### src/hdl/skat_ram.sv
`default_nettype none

module skat_ram #(
  parameter int DEPTH = 256,
  parameter int WIDTH = 8,
  localparam int AW = (DEPTH > 1) ? $clog2(DEPTH) : 1
) (
  input  wire logic             clk,
  input  wire logic             wr_en,
  input  wire logic [AW-1:0]    wr_addr,
  input  wire logic [WIDTH-1:0] wr_data,
  input  wire logic             rd_en,
  input  wire logic [AW-1:0]    rd_addr,
  output logic      [WIDTH-1:0] rd_data
);

  logic [WIDTH-1:0] mem [DEPTH];

  always_ff @(posedge clk) begin
    if (wr_en) begin
      mem[wr_addr] <= wr_data;
    end
  end

  always_ff @(posedge clk) begin
    if (rd_en) begin
      rd_data <= mem[rd_addr];
    end
  end

endmodule

`default_nettype wire

### config.mk
export PLATFORM = sky130hd
export DESIGN_NAME = skat_ram
export DESIGN_NICKNAME = d
export VERILOG_FILES = /design/src/hdl/skat_ram.sv
export SDC_FILE = /design/constraint.sdc
export NUM_CORES = 2
export LEC_CHECK = 0
export BUFFER_PORTS_ARGS = -buffer_cell sky130_fd_sc_hd__clkbuf_2
export CAP_MARGIN = 10
export CORE_ASPECT_RATIO = 2
export CORE_MARGIN = 5
export CORE_UTILIZATION = 30
export CTS_CLUSTER_SIZE = 12
export DETAILED_ROUTE_END_ITERATION = 8
export GPL_ROUTABILITY_DRIVEN = 0
export PLACE_DENSITY_LB_ADDON = 0.25
export SYNTH_ARGS = -nofsm -noshare
export SYNTH_HDL_FRONTEND = slang
export SYNTH_SLANG_ARGS = --single-unit
export TNS_END_PERCENT = 1
### constraint.sdc
create_clock -name clk -period 2.9 [get_ports clk]
set_input_delay 0.58 -clock clk [delete_from_list [all_inputs] [get_ports clk]]
set_output_delay 0.58 -clock clk [all_outputs]
set_load 0.03 [all_outputs]
==> results.md <==
* Clk buf depth at 4
* # clock sinks at 2,056
* Die height at about 740 um
* DRC violations left at 0
* Switching part of the total at 0.2149
* Fin cells at approximately 8,000
* Worst min path class: primary input to flop
* Final Hold Vio Count at 0
* CTS root buf: clkbuf_16
* Crit-path leading delay family: buffers and inverters
* Worst hold start: wr_data[7]
* Final core occ at 0.3599
* Static leakage power at about 0.03 uW
* Total grt overflow at 0
* Synth Flop Type: edfxtp_1
* Reg2Reg Setup Slack at around 150 ps
* Row cnt at 267
* Global-route wire length before repair at 329,400 um
* Slowest CP cell: nor4_1
* 1st-iter DRT viols at 3,084
* TritonCTS clock tree: done
* Minimum clock period at 2853 ps
* Clk_skew at 47.49 ps
* IR drop worst, VDD at 0.0004583 V
* Port buffer count at 34
* Htree depth at 4
* Placed insts at 7,797
* Sequential fraction of the synthesis area at 0.7753
* Core Region at between 200,000 and 300,000 um2
* RSZ-0062 raised after global routing: no
* Final period util at 0.9839
* Fraction of layout cells with a size suffix above 1 at 0.3299
* Crit path DAT at 3440 ps
* Fmax at 0.3505 GHz
* Setup-failing EPs final at 0
* Die span in x at 374.3 um
* Layout area overhead at 19.41%
* Most frequent cells in the layout: edfxtp_1, buf_4, mux4_2
* Part of the power in registers at 0.554
* Outcome: finished, final reports clean
* Slowest stage delay, CP at slightly below 800 ps
* Worst r2r src: mem[10][7]
* Initial Util at 0.3014
* EDFF count, synth at 2,056
* Clock group share of total power at 0.383
* Largest cells by area after synthesis: edfxtp_1, mux4_2, mux2i_1
* Commonest non-fill, non-tap cell in the layout: edfxtp_1
* Post-synth cell types at 54
* Crit Path Class: primary input to flop
* Number of I/O pins at 35
* Post-synth top area share at 0.7753
* Flops & latches, synth at 2,056
* Critical Path End Type: flop
* Slew @ Worst Pin at 1106 ps
* Die Area at 276,500 um2
* Max Transition Viols Final at 0
* Total power at 59,220 uW
* Post-Syn Area at approximately 80,000 um2
* Yosys top cell by area: edfxtp_1
* Startpoint Class: primary input
* Crit-path max FO at 22
* Comb power frac at 0.063
* Total CTS buffers at 199
* Total GRT Usage at 0.1657
* Post-CTS Setup Bufs at 0
* Final net count at 4,528
* Routed WL at 233,700 um
* Switch Pwr at 12,730 uW
* Avg Inst Size Synth at 21.33 um2
* R2R cell count at 7
* Required @ worst endpoint at 3490 ps
* DRT antenna net count at 0
* Slew headroom at 0.2598
* Power density over the cells at 622.8 nW/um2
* Vias at 40,180
* R2R Path End: rd_data[7]
* Mean number of vias per cell at 5.006
* Worst-Skew Late Latency at between 800 and 900 ps
* Largest net degree at the start of global routing at 91
* Worst-path cell chain: buf_8 -> buf_12 -> buf_12 -> buf_4 -> mux4_2 -> a22oi_1 -> a21oi_1 -> nor4_1 -> buf_4 -> nor4_1
* Worst path buffer plus inverter count at 5
* Worst Hold Endpoint: mem[110][7]
* Worst-path clk slew at 60 ps
* Initial antenna violation count at 12
* Final HPWL DP at 164,500 um
* Yosys warns at 0
* Syn Nets at 3,760
* Mapped Cells at 3,733
* Hold path cells at 1
* Vias in the first global route at 43,447
* Drt first pass iters at 7
* DR WL/cell at just under 30 um
* Internal at 46,490 uW
* Max Cap Violations at 0
* Ys async rst share at 0
cell type report:
class | instances | area (um2)
inverter | 2 | 7.507
multi-input combinational | 1442 | 16520
clock buffer | 213 | 5075
clock inverter | 10 | 82.58
fill | 24262 | 169200
antenna | 6 | 15.01
sequential | 2056 | 61740
timing repair buffer | 800 | 7274
tap | 3497 | 4375
registers in the layout, summed over array words and instances (netlist names):
register	count
mem	2048
rd_data	8
metal layers:
| layer | share of wire | track usage | up-vias |
|---|---|---|---|
| met5 | 0.000047 | 0 | - |
| met4 | 0.046 | 0.06747 | 2 |
| met3 | 0.037 | 0.01717 | 365 |
| met2 | 0.58 | 0.3308 | 999 |
| met1 | 0.34 | 0.1742 | 21735 |
| li1 | - | - | 17079 |
Yosys cell counts, types with 3 or more instances:
library cell	n
nor4_1	24
mux2i_1	134
mux4_2	454
clkbuf_1	111
or2_2	4
buf_8	13
nor2_1	282
nor3_1	22
nor4_2	3
nand3_1	34
a21oi_1	96
and2_1	6
nand4_1	10
edfxtp_1	2056
a22oi_1	133
a221oi_1	13
o22ai_1	28
o22a_1	5
buf_6	21
o211ai_1	10
buf_1	22
nor2b_1	31
o221ai_1	46
o21ai_0	10
buf_4	27
nand2_1	33
a211oi_1	16
buf_2	31
nand2b_1	8
a22o_1	8
o32ai_1	4
buf_12	8
worst register-to-register path, delay by kind of cell, from the launching register on:
kind            cells  cell delay, ps
compound gates      2             300
buf+inv             2             470
flops               1             370
mux                 1             500
simple gates        2             890
worst max-delay path by stage:
stage	start	to	slack, ps	depth (start not counted)
floorplan	rd_addr[0]	rd_data[2]	240	9
global placement	rd_addr[0]	rd_data[5]	-1230	11
detailed placement	rd_addr[0]	rd_data[3]	-1110	11
CTS	rd_addr[0]	rd_data[7]	10	10
global route	rd_addr[0]	rd_data[7]	40	10
finish	rd_addr[0]	rd_data[7]	50	10
metrics by stage:
step	worst slack (ps)	instance area [um2]	TNS, ps	hold WS (ps)
floorplan	243.9	79640	0	678.9
global placement	-1235	89900	-6995	1028
detailed placement	-1112	89910	-6130	1030
CTS	11.64	95080	0	135.5
global route	35.32	95080	0	145.7
finish	46.68	95090	0	159.4
power groups by stage:
stage	clock [uW]	sequential, uW	combinational, uW
after floorplan	0	33500	1590
after global placement	0	33400	3750
after detailed placement	0	33400	3780
after CTS	23300	32800	3790
after global routing	24300	32800	3900
final	22700	32800	3700
kinds of logic after synthesis:
group | synth area share
AND/OR/NAND/NOR | 0.02625
AO/OA/AOI/OAI | 0.03416
multiplexers | 0.1460
flip-flops | 0.7753
buffers and inverters | 0.01829
what timing repair did:
action,CTS,global route
setup endpoints to repair,2,0
gates resized for setup,2,0
hold buffers,0,0
Note: power is estimated with default switching activity, not from simulation.
