==> src/hdl/skat_pkg.sv <==
`default_nettype none

package skat_pkg;

  localparam int TABLE_DEPTH = 256;
  localparam int IDX_W       = (TABLE_DEPTH > 1) ? $clog2(TABLE_DEPTH) : 1;
  localparam int CNT_W       = $clog2(TABLE_DEPTH + 1);

  localparam int KEY_W     = 27;
  localparam int GRADE_W   = 5;
  localparam int CRED_W    = 10;
  localparam int PROD_W    = GRADE_W + CRED_W;
  localparam int COUNT_W   = 16;
  localparam int WSUM_W    = 32;
  localparam int CSUM_W    = 24;
  localparam int IDX_OUT_W = 8;

  typedef enum logic [2:0] {
    ST_UPDATED = 3'd0,
    ST_INSERTED = 3'd1,
    ST_DROPPED = 3'd2,
    ST_LOOKUP_HIT = 3'd3,
    ST_LOOKUP_MISS = 3'd4
  } status_t;

  typedef enum logic {
    CMD_ACCUM = 1'b0,
    CMD_LOOKUP = 1'b1
  } cmd_t;

  typedef struct packed {
    logic [KEY_W-1:0]   key;
    logic [COUNT_W-1:0] cnt;
    logic [WSUM_W-1:0]  wsum;
    logic [CSUM_W-1:0]  csum;
  } ent_t;

  typedef struct packed {
    status_t              status;
    logic [IDX_OUT_W-1:0] idx;
    logic [COUNT_W-1:0]   cnt;
    logic [WSUM_W-1:0]    wsum;
    logic [CSUM_W-1:0]    csum;
  } res_t;

  localparam int ENT_W = $bits(ent_t);

  // low bits of a table position, zero padded for small tables
  function automatic logic [IDX_OUT_W-1:0] out_idx(input logic [IDX_W-1:0] p);
    logic [IDX_W+IDX_OUT_W-1:0] tmp;
    tmp = {{IDX_OUT_W{1'b0}}, p};
    return tmp[IDX_OUT_W-1:0];
  endfunction

endpackage

`default_nettype wire

==> src/hdl/skat_engine.sv <==
`default_nettype none

module skat_engine
  import skat_pkg::*;
(
  input  wire logic               clk,
  input  wire logic               rst_n,
  input  wire logic               in_valid,
  output logic                    in_ready,
  input  wire logic               in_cmd,
  input  wire logic [KEY_W-1:0]   in_record_key,
  input  wire logic [GRADE_W-1:0] in_grade,
  input  wire logic [CRED_W-1:0]  in_credits,
  output logic                    rd_en,
  output logic      [IDX_W-1:0]   rd_addr,
  input  wire logic [ENT_W-1:0]   rd_data,
  output logic                    wr_en,
  output logic      [IDX_W-1:0]   wr_addr,
  output logic      [ENT_W-1:0]   wr_data,
  output logic                    res_valid,
  input  wire logic               res_ready,
  output res_t                    res
);

  typedef enum logic [7:0] {
    S_IDLE = 8'b0000_0001,
    S_SRCH = 8'b0000_0010,
    S_CMP  = 8'b0000_0100,
    S_HIT  = 8'b0000_1000,
    S_MISS = 8'b0001_0000,
    S_SHRD = 8'b0010_0000,
    S_SHWR = 8'b0100_0000,
    S_EMIT = 8'b1000_0000
  } state_t;

  state_t              state_r, state_nxt;
  cmd_t                cmd_r, cmd_nxt;
  logic [KEY_W-1:0]    key_r, key_nxt;
  logic [PROD_W-1:0]   prod_r, prod_nxt;
  logic [CRED_W-1:0]   cred_r, cred_nxt;
  logic [CNT_W-1:0]    lo_r, lo_nxt;
  logic [CNT_W-1:0]    hi_r, hi_nxt;
  logic [IDX_W-1:0]    mid_r, mid_nxt;
  logic [IDX_W-1:0]    pos_r, pos_nxt;
  logic [IDX_W-1:0]    i_r, i_nxt;
  logic [CNT_W-1:0]    cnt_r, cnt_nxt;
  res_t                res_r, res_nxt;

  always_comb begin
    ent_t               ent;
    ent_t               upd;
    logic [CNT_W-1:0]   mid;
    logic [COUNT_W:0]   cs;
    logic [WSUM_W:0]    ws;
    logic [CSUM_W:0]    ks;

    state_nxt = state_r;
    cmd_nxt   = cmd_r;
    key_nxt   = key_r;
    prod_nxt  = prod_r;
    cred_nxt  = cred_r;
    lo_nxt    = lo_r;
    hi_nxt    = hi_r;
    mid_nxt   = mid_r;
    pos_nxt   = pos_r;
    i_nxt     = i_r;
    cnt_nxt   = cnt_r;
    res_nxt   = res_r;
    rd_en     = 1'b0;
    rd_addr   = mid_r;
    wr_en     = 1'b0;
    wr_addr   = pos_r;
    wr_data   = rd_data;
    in_ready  = 1'b0;
    res_valid = 1'b0;

    ent = ent_t'(rd_data);
    mid = lo_r + ((hi_r - lo_r) >> 1);
    cs  = {1'b0, ent.cnt} + (COUNT_W + 1)'(1);
    ws  = {1'b0, ent.wsum} + (WSUM_W + 1)'(prod_r);
    ks  = {1'b0, ent.csum} + (CSUM_W + 1)'(cred_r);
    upd.key  = ent.key;
    upd.cnt  = cs[COUNT_W] ? {COUNT_W{1'b1}} : cs[COUNT_W-1:0];
    upd.wsum = ws[WSUM_W] ? {WSUM_W{1'b1}} : ws[WSUM_W-1:0];
    upd.csum = ks[CSUM_W] ? {CSUM_W{1'b1}} : ks[CSUM_W-1:0];

    unique case (state_r)
      S_IDLE: begin
        in_ready = 1'b1;
        if (in_valid) begin
          cmd_nxt   = cmd_t'(in_cmd);
          key_nxt   = in_record_key;
          prod_nxt  = {{CRED_W{1'b0}}, in_grade} * {{GRADE_W{1'b0}}, in_credits};
          cred_nxt  = in_credits;
          lo_nxt    = '0;
          hi_nxt    = cnt_r;
          state_nxt = S_SRCH;
        end
      end
      S_SRCH: begin
        if (lo_r < hi_r) begin
          rd_en     = 1'b1;
          rd_addr   = mid[IDX_W-1:0];
          mid_nxt   = mid[IDX_W-1:0];
          state_nxt = S_CMP;
        end else begin
          pos_nxt   = lo_r[IDX_W-1:0];
          state_nxt = S_MISS;
        end
      end
      S_CMP: begin
        if (ent.key == key_r) begin
          pos_nxt   = mid_r;
          state_nxt = S_HIT;
        end else begin
          if (key_r > ent.key) begin
            lo_nxt = CNT_W'(mid_r) + CNT_W'(1);
          end else begin
            hi_nxt = CNT_W'(mid_r);
          end
          state_nxt = S_SRCH;
        end
      end
      S_HIT: begin
        res_nxt.idx = out_idx(pos_r);
        if (cmd_r == CMD_LOOKUP) begin
          res_nxt.status = ST_LOOKUP_HIT;
          res_nxt.cnt    = ent.cnt;
          res_nxt.wsum   = ent.wsum;
          res_nxt.csum   = ent.csum;
        end else begin
          wr_en          = 1'b1;
          wr_addr        = pos_r;
          wr_data        = upd;
          res_nxt.status = ST_UPDATED;
          res_nxt.cnt    = upd.cnt;
          res_nxt.wsum   = upd.wsum;
          res_nxt.csum   = upd.csum;
        end
        state_nxt = S_EMIT;
      end
      S_MISS: begin
        if (cmd_r == CMD_LOOKUP || cnt_r == CNT_W'(TABLE_DEPTH)) begin
          res_nxt.status = (cmd_r == CMD_LOOKUP) ? ST_LOOKUP_MISS : ST_DROPPED;
          res_nxt.idx    = '0;
          res_nxt.cnt    = '0;
          res_nxt.wsum   = '0;
          res_nxt.csum   = '0;
          state_nxt      = S_EMIT;
        end else begin
          i_nxt     = cnt_r[IDX_W-1:0];
          state_nxt = S_SHRD;
        end
      end
      S_SHRD: begin
        if (i_r > pos_r) begin
          rd_en     = 1'b1;
          rd_addr   = i_r - IDX_W'(1);
          state_nxt = S_SHWR;
        end else begin
          upd.key        = key_r;
          upd.cnt        = COUNT_W'(1);
          upd.wsum       = WSUM_W'(prod_r);
          upd.csum       = CSUM_W'(cred_r);
          wr_en          = 1'b1;
          wr_addr        = pos_r;
          wr_data        = upd;
          cnt_nxt        = cnt_r + CNT_W'(1);
          res_nxt.status = ST_INSERTED;
          res_nxt.idx    = out_idx(pos_r);
          res_nxt.cnt    = upd.cnt;
          res_nxt.wsum   = upd.wsum;
          res_nxt.csum   = upd.csum;
          state_nxt      = S_EMIT;
        end
      end
      S_SHWR: begin
        wr_en     = 1'b1;
        wr_addr   = i_r;
        wr_data   = rd_data;
        i_nxt     = i_r - IDX_W'(1);
        state_nxt = S_SHRD;
      end
      S_EMIT: begin
        res_valid = 1'b1;
        if (res_ready) begin
          state_nxt = S_IDLE;
        end
      end
      default: begin
        state_nxt = S_IDLE;
      end
    endcase
  end

  always_ff @(posedge clk) begin
    if (!rst_n) begin
      state_r <= S_IDLE;
      cnt_r   <= '0;
    end else begin
      state_r <= state_nxt;
      cnt_r   <= cnt_nxt;
    end
  end

  always_ff @(posedge clk) begin
    cmd_r  <= cmd_nxt;
    key_r  <= key_nxt;
    prod_r <= prod_nxt;
    cred_r <= cred_nxt;
    lo_r   <= lo_nxt;
    hi_r   <= hi_nxt;
    mid_r  <= mid_nxt;
    pos_r  <= pos_nxt;
    i_r    <= i_nxt;
    res_r  <= res_nxt;
  end

  assign res = res_r;

`ifndef ASSERT_OFF
  a_cnt_bound: assert property (@(posedge clk) disable iff (!rst_n)
    cnt_r <= CNT_W'(TABLE_DEPTH))
    else $error("entry count above table depth");

  a_wr_state: assert property (@(posedge clk) disable iff (!rst_n)
    wr_en |-> (state_r == S_HIT || state_r == S_SHRD || state_r == S_SHWR))
    else $error("table write outside update or insert");

  a_search_window: assert property (@(posedge clk) disable iff (!rst_n)
    (state_r == S_SRCH) |-> (lo_r <= hi_r && hi_r <= cnt_r))
    else $error("search window out of order");

  a_cnt_step: assert property (@(posedge clk) disable iff (!rst_n)
    ($past(rst_n) && cnt_r != $past(cnt_r)) |->
      ($past(state_r) == S_SHRD && cnt_r == $past(cnt_r) + CNT_W'(1)))
    else $error("entry count changed outside insert");
`endif

endmodule

`default_nettype wire

==> config.mk <==
export PLATFORM = sky130hd
export DESIGN_NAME = skat_engine
export DESIGN_NICKNAME = d
export VERILOG_FILES = /design/src/hdl/skat_pkg.sv /design/src/hdl/skat_engine.sv
export SDC_FILE = /design/constraint.sdc
export NUM_CORES = 1
export LEC_CHECK = 0
export BUFFER_PORTS_ARGS = -buffer_cell sky130_fd_sc_hd__buf_2
export CAP_MARGIN = 5
export CORE_MARGIN = 4
export CORE_UTILIZATION = 45
export DETAILED_ROUTE_END_ITERATION = 16
export GPL_TIMING_DRIVEN = 0
export PLACE_DENSITY_LB_ADDON = 0.2
export SLEW_MARGIN = 20
export SYNTH_ARGS = -nofsm -noshare
export SYNTH_HDL_FRONTEND = slang
export SYNTH_SLANG_ARGS = --single-unit
==> constraint.sdc <==
create_clock -name clk -period 6.97 [get_ports clk]
set_clock_uncertainty 0.2 [all_clocks]
set_input_delay 1.394 -clock clk [delete_from_list [all_inputs] [get_ports clk]]
set_output_delay 1.394 -clock clk [all_outputs]
set_load 0.02 [all_outputs]
==> run metrics <==
largest net degree at the start of global routing=54; Post-synth EDFFs=between 150 and 200; H-Tree Depth=4; fin nets=between 2,000 and 2,500; yosys warns=0; Critical Path Source Type=input port; Setup CP Type=input port to output port; Hold-fix buffers, CTS=0; Die Width=between 150 and 200 microns; Tot GR Track Use=between 20% and 30%; GRT overflow=0; min-delay worst type=flop to flop; initial antenna violation count=9; multi-input combinational cell area=roughly 8600 sq um; Data arrival, critical path=~4700 ps; post-synthesis sequential area ratio=between 30% and 40%; critical path required time=between 5000 and 6000 ps; Slew Viols, Final=0; Avg Vias per Cell=about 5.9; Rel. slew slack=29.7%; Post-synth top flop=edfxtp_1; final setup violation count=0; postcts setup bufs=0; Setup TNS Final=0 ps; CTS buffer count=17; # IOs=348; post-synthesis mux area share=1.57%; crit end category=output port; fmax=0.159 GHz; TritonRoute pass-1 iters=5; CTS-repair resized insts=0; antenna-violating nets left=0; die area=between 30,000 and 40,000 sq um; ys async rst share=0%; initial drt markers=about 1,300; later-pin clock latency in the skew report=approximately 460 ps; pre-CTS setup slack=between 700 and 800 ps; Tmin final=approximately 6300 ps; Post-Route Utilization=roughly 55%; setup ws final=682 ps; main combinational cell family by area after synthesis=simple AND/OR/NAND/NOR gates; Die H=approximately 190 microns; post-synth cell types=just over 80; slew at the pin with the worst max-slew slack=around 1100 ps; CTS tree=yes; Clock Pin Slew Worst Setup and Hold Paths=around 80 ps; DRC viols=0; Syn Inst Count=between 1,500 and 2,000; outcome=completed; Yosys reg bits=~200; Power Total=around 3500 uW; Max Cap Viol=0; Mean Syn Cell Area=~9 sq um; Net Count, Synth=roughly 1,900; leakage=0.00759 uW; layout cells sized above 1=between 20% and 30%; Final Hold Fails=0; worst ir drop on vdd=about 170 uV; power per cell area=roughly 190 nW/um^2; Max clock buf depth=2; CP Cell Sequence=buf_2, ha_1, inv_1, fa_1, nand2b_1, a21o_1, a21oi_1, or3_1, buf_2, buf_6, a41o_1, nor2_1, a221oi_1, buf_2; xor and xnor fraction of the mapped netlist area=~5%; Final GP Congestion=0.985; Crit-path slowest cell=a221oi_1; RSZ-0062 raised after global routing=false; WL per Instance=~21 microns; max incr delay on CP=between 500 and 600 ps; Core Area=around 33,000 sq um; Layout Area Growth over Synthesis=19.3%; placed cell area=~17,000 sq um; IO buf count=around 340; period utilization=between 90% and 100%; first-pass GRT wire length=around 80,000 microns; Post-Syn Area=15,000 sq um; CTS Sinks=195; vias in the first global route=between 10,000 and 15,000; fill count=3,067; row cnt=66; Root Driver=clkbuf_16; dpl hpwl=between 40,000 and 50,000 microns; compound-cell area share of the yosys netlist=~19%; adder-cell share of the synthesized area=between 10% and 20%; via count=14,344; Final Cell Area=17,900 sq um; Crit Path Max Fanout=10; Register Area=5690 sq um; simple-gate share of the synthesized area=between 10% and 20%; Starting Density=between 40% and 50%; Crit path top cell by count=buf_2; Routed WL=roughly 52,000 microns
[metal layers]
metal	track usage [%]	part of all wire [%]	vias to the layer above	routed length [microns]
met5	0	0.16	-	81
met4	10.3	3.6	12	1900
met3	5.25	8.6	114	4460
met2	44.5	46	681	23800
met1	37.1	42	6838	21800
li1	-	-	6699	-
[synth_stat cells, types with 9 or more instances]
cell	n	area share [%]
nand2b_1	11	0.46
o211ai_1	11	0.55
buf_2	23	0.77
and2_1	56	2.3
a21o_1	22	1.1
nor2b_1	20	0.83
nand4_1	32	1.3
nand2_1	167	4.2
fa_1	28	3.7
a311oi_1	17	0.99
a211oi_1	15	0.75
inv_1	108	2.7
dfxtp_1	17	2.3
nor2_1	119	3.0
or3_1	17	0.71
nor3_1	36	1.2
mux2i_1	9	0.60
edfxtp_1	178	36
and3_1	32	1.3
a21oi_1	108	3.6
nand3_1	36	1.2
clkbuf_1	49	1.2
xnor2_1	55	3.2
a22oi_1	23	1.1
o21a_1	10	0.50
a31oi_1	14	0.58
o31ai_1	13	0.65
mux2_2	13	0.97
xor2_1	29	1.7
o21ai_0	119	4.0
ha_1	104	8.7
[flip-flops by register name (all words and copies together), names as in the netlist]
signal and count:
i_r 8, lo_r 9, mid_r 8, pos_r 8, state_r 8, cred_r 10
prod_r 15, cnt_r 9, cmd_r 1, res 83, hi_r 9, key_r 27
[path summary, 6_finish.rpt]
kind	from	to	slack, ps	depth (start not counted)
min reg2reg	cnt_r[8]	cnt_r[8]	300	2
min	cnt_r[8]	cnt_r[8]	300	2
max reg2reg	i_r[4]	res[14]	3220	8
max	rd_data[24]	wr_data[52]	680	14
[worst max-delay path, delay by kind of cell]
| family | cells | cell delay (ps) |
|---|---|---|
| AO/OA/AOI/OAI | 4 | 1370 |
| adder cells (fa/ha/maj) | 2 | 630 |
| buffers and inverters | 5 | 830 |
| AND/OR/NAND/NOR | 3 | 450 |
[cells in the final DEF, fill, tap and decap left out, types with 55 or more instances in the layout]
cell type,netlist,routed
edfxtp_1,178,178
a21oi_1,108,108
inv_1,108,107
nand2_1,167,167
and2_1,56,56
ha_1,104,104
buf_2,23,361
o21ai_0,119,118
nor2_1,119,119
xnor2_1,55,55
[layout make-up]
cell class,count,share of cell area [%]
Multi-Input combinational cell,1245,47.9
Tap cell,442,3.08
Sequential cell,195,31.7
Buffer,79,1.96
Timing Repair Buffer,339,9.55
Inverter,109,2.30
Clock inverter,15,1.02
Antenna cell,6,0.0837
Clock buffer,17,2.37
[per-stage QoR]
| stage | std cells | hold WS, ps |
|---|---|---|
| floorplan | 1628 | 262 |
| finish | 2447 | 301 |
| detailed placement | 2409 | 296 |
| global route | 2444 | 362 |
| CTS | 2441 | 308 |
| global placement | 2408 | 279 |
[power by group]
part	switching, uW	internal [uW]	leakage (uW)
combinational	621	433	0.00552
sequential	38.2	1360	0.00178
clock	542	488	0.000291
total	1200	2280	0.00759
[cells by family after synthesis]
kind of cell / count (synthesis)
xor gates and xnor gates: 84
DFF: 195
and+or+nand+nor: 576
AOI/OAI and AO/OA: 431
adders and majority gates: 132
buffers and inverters: 188
muxes: 22
Note: power is estimated with default switching activity, not from simulation.
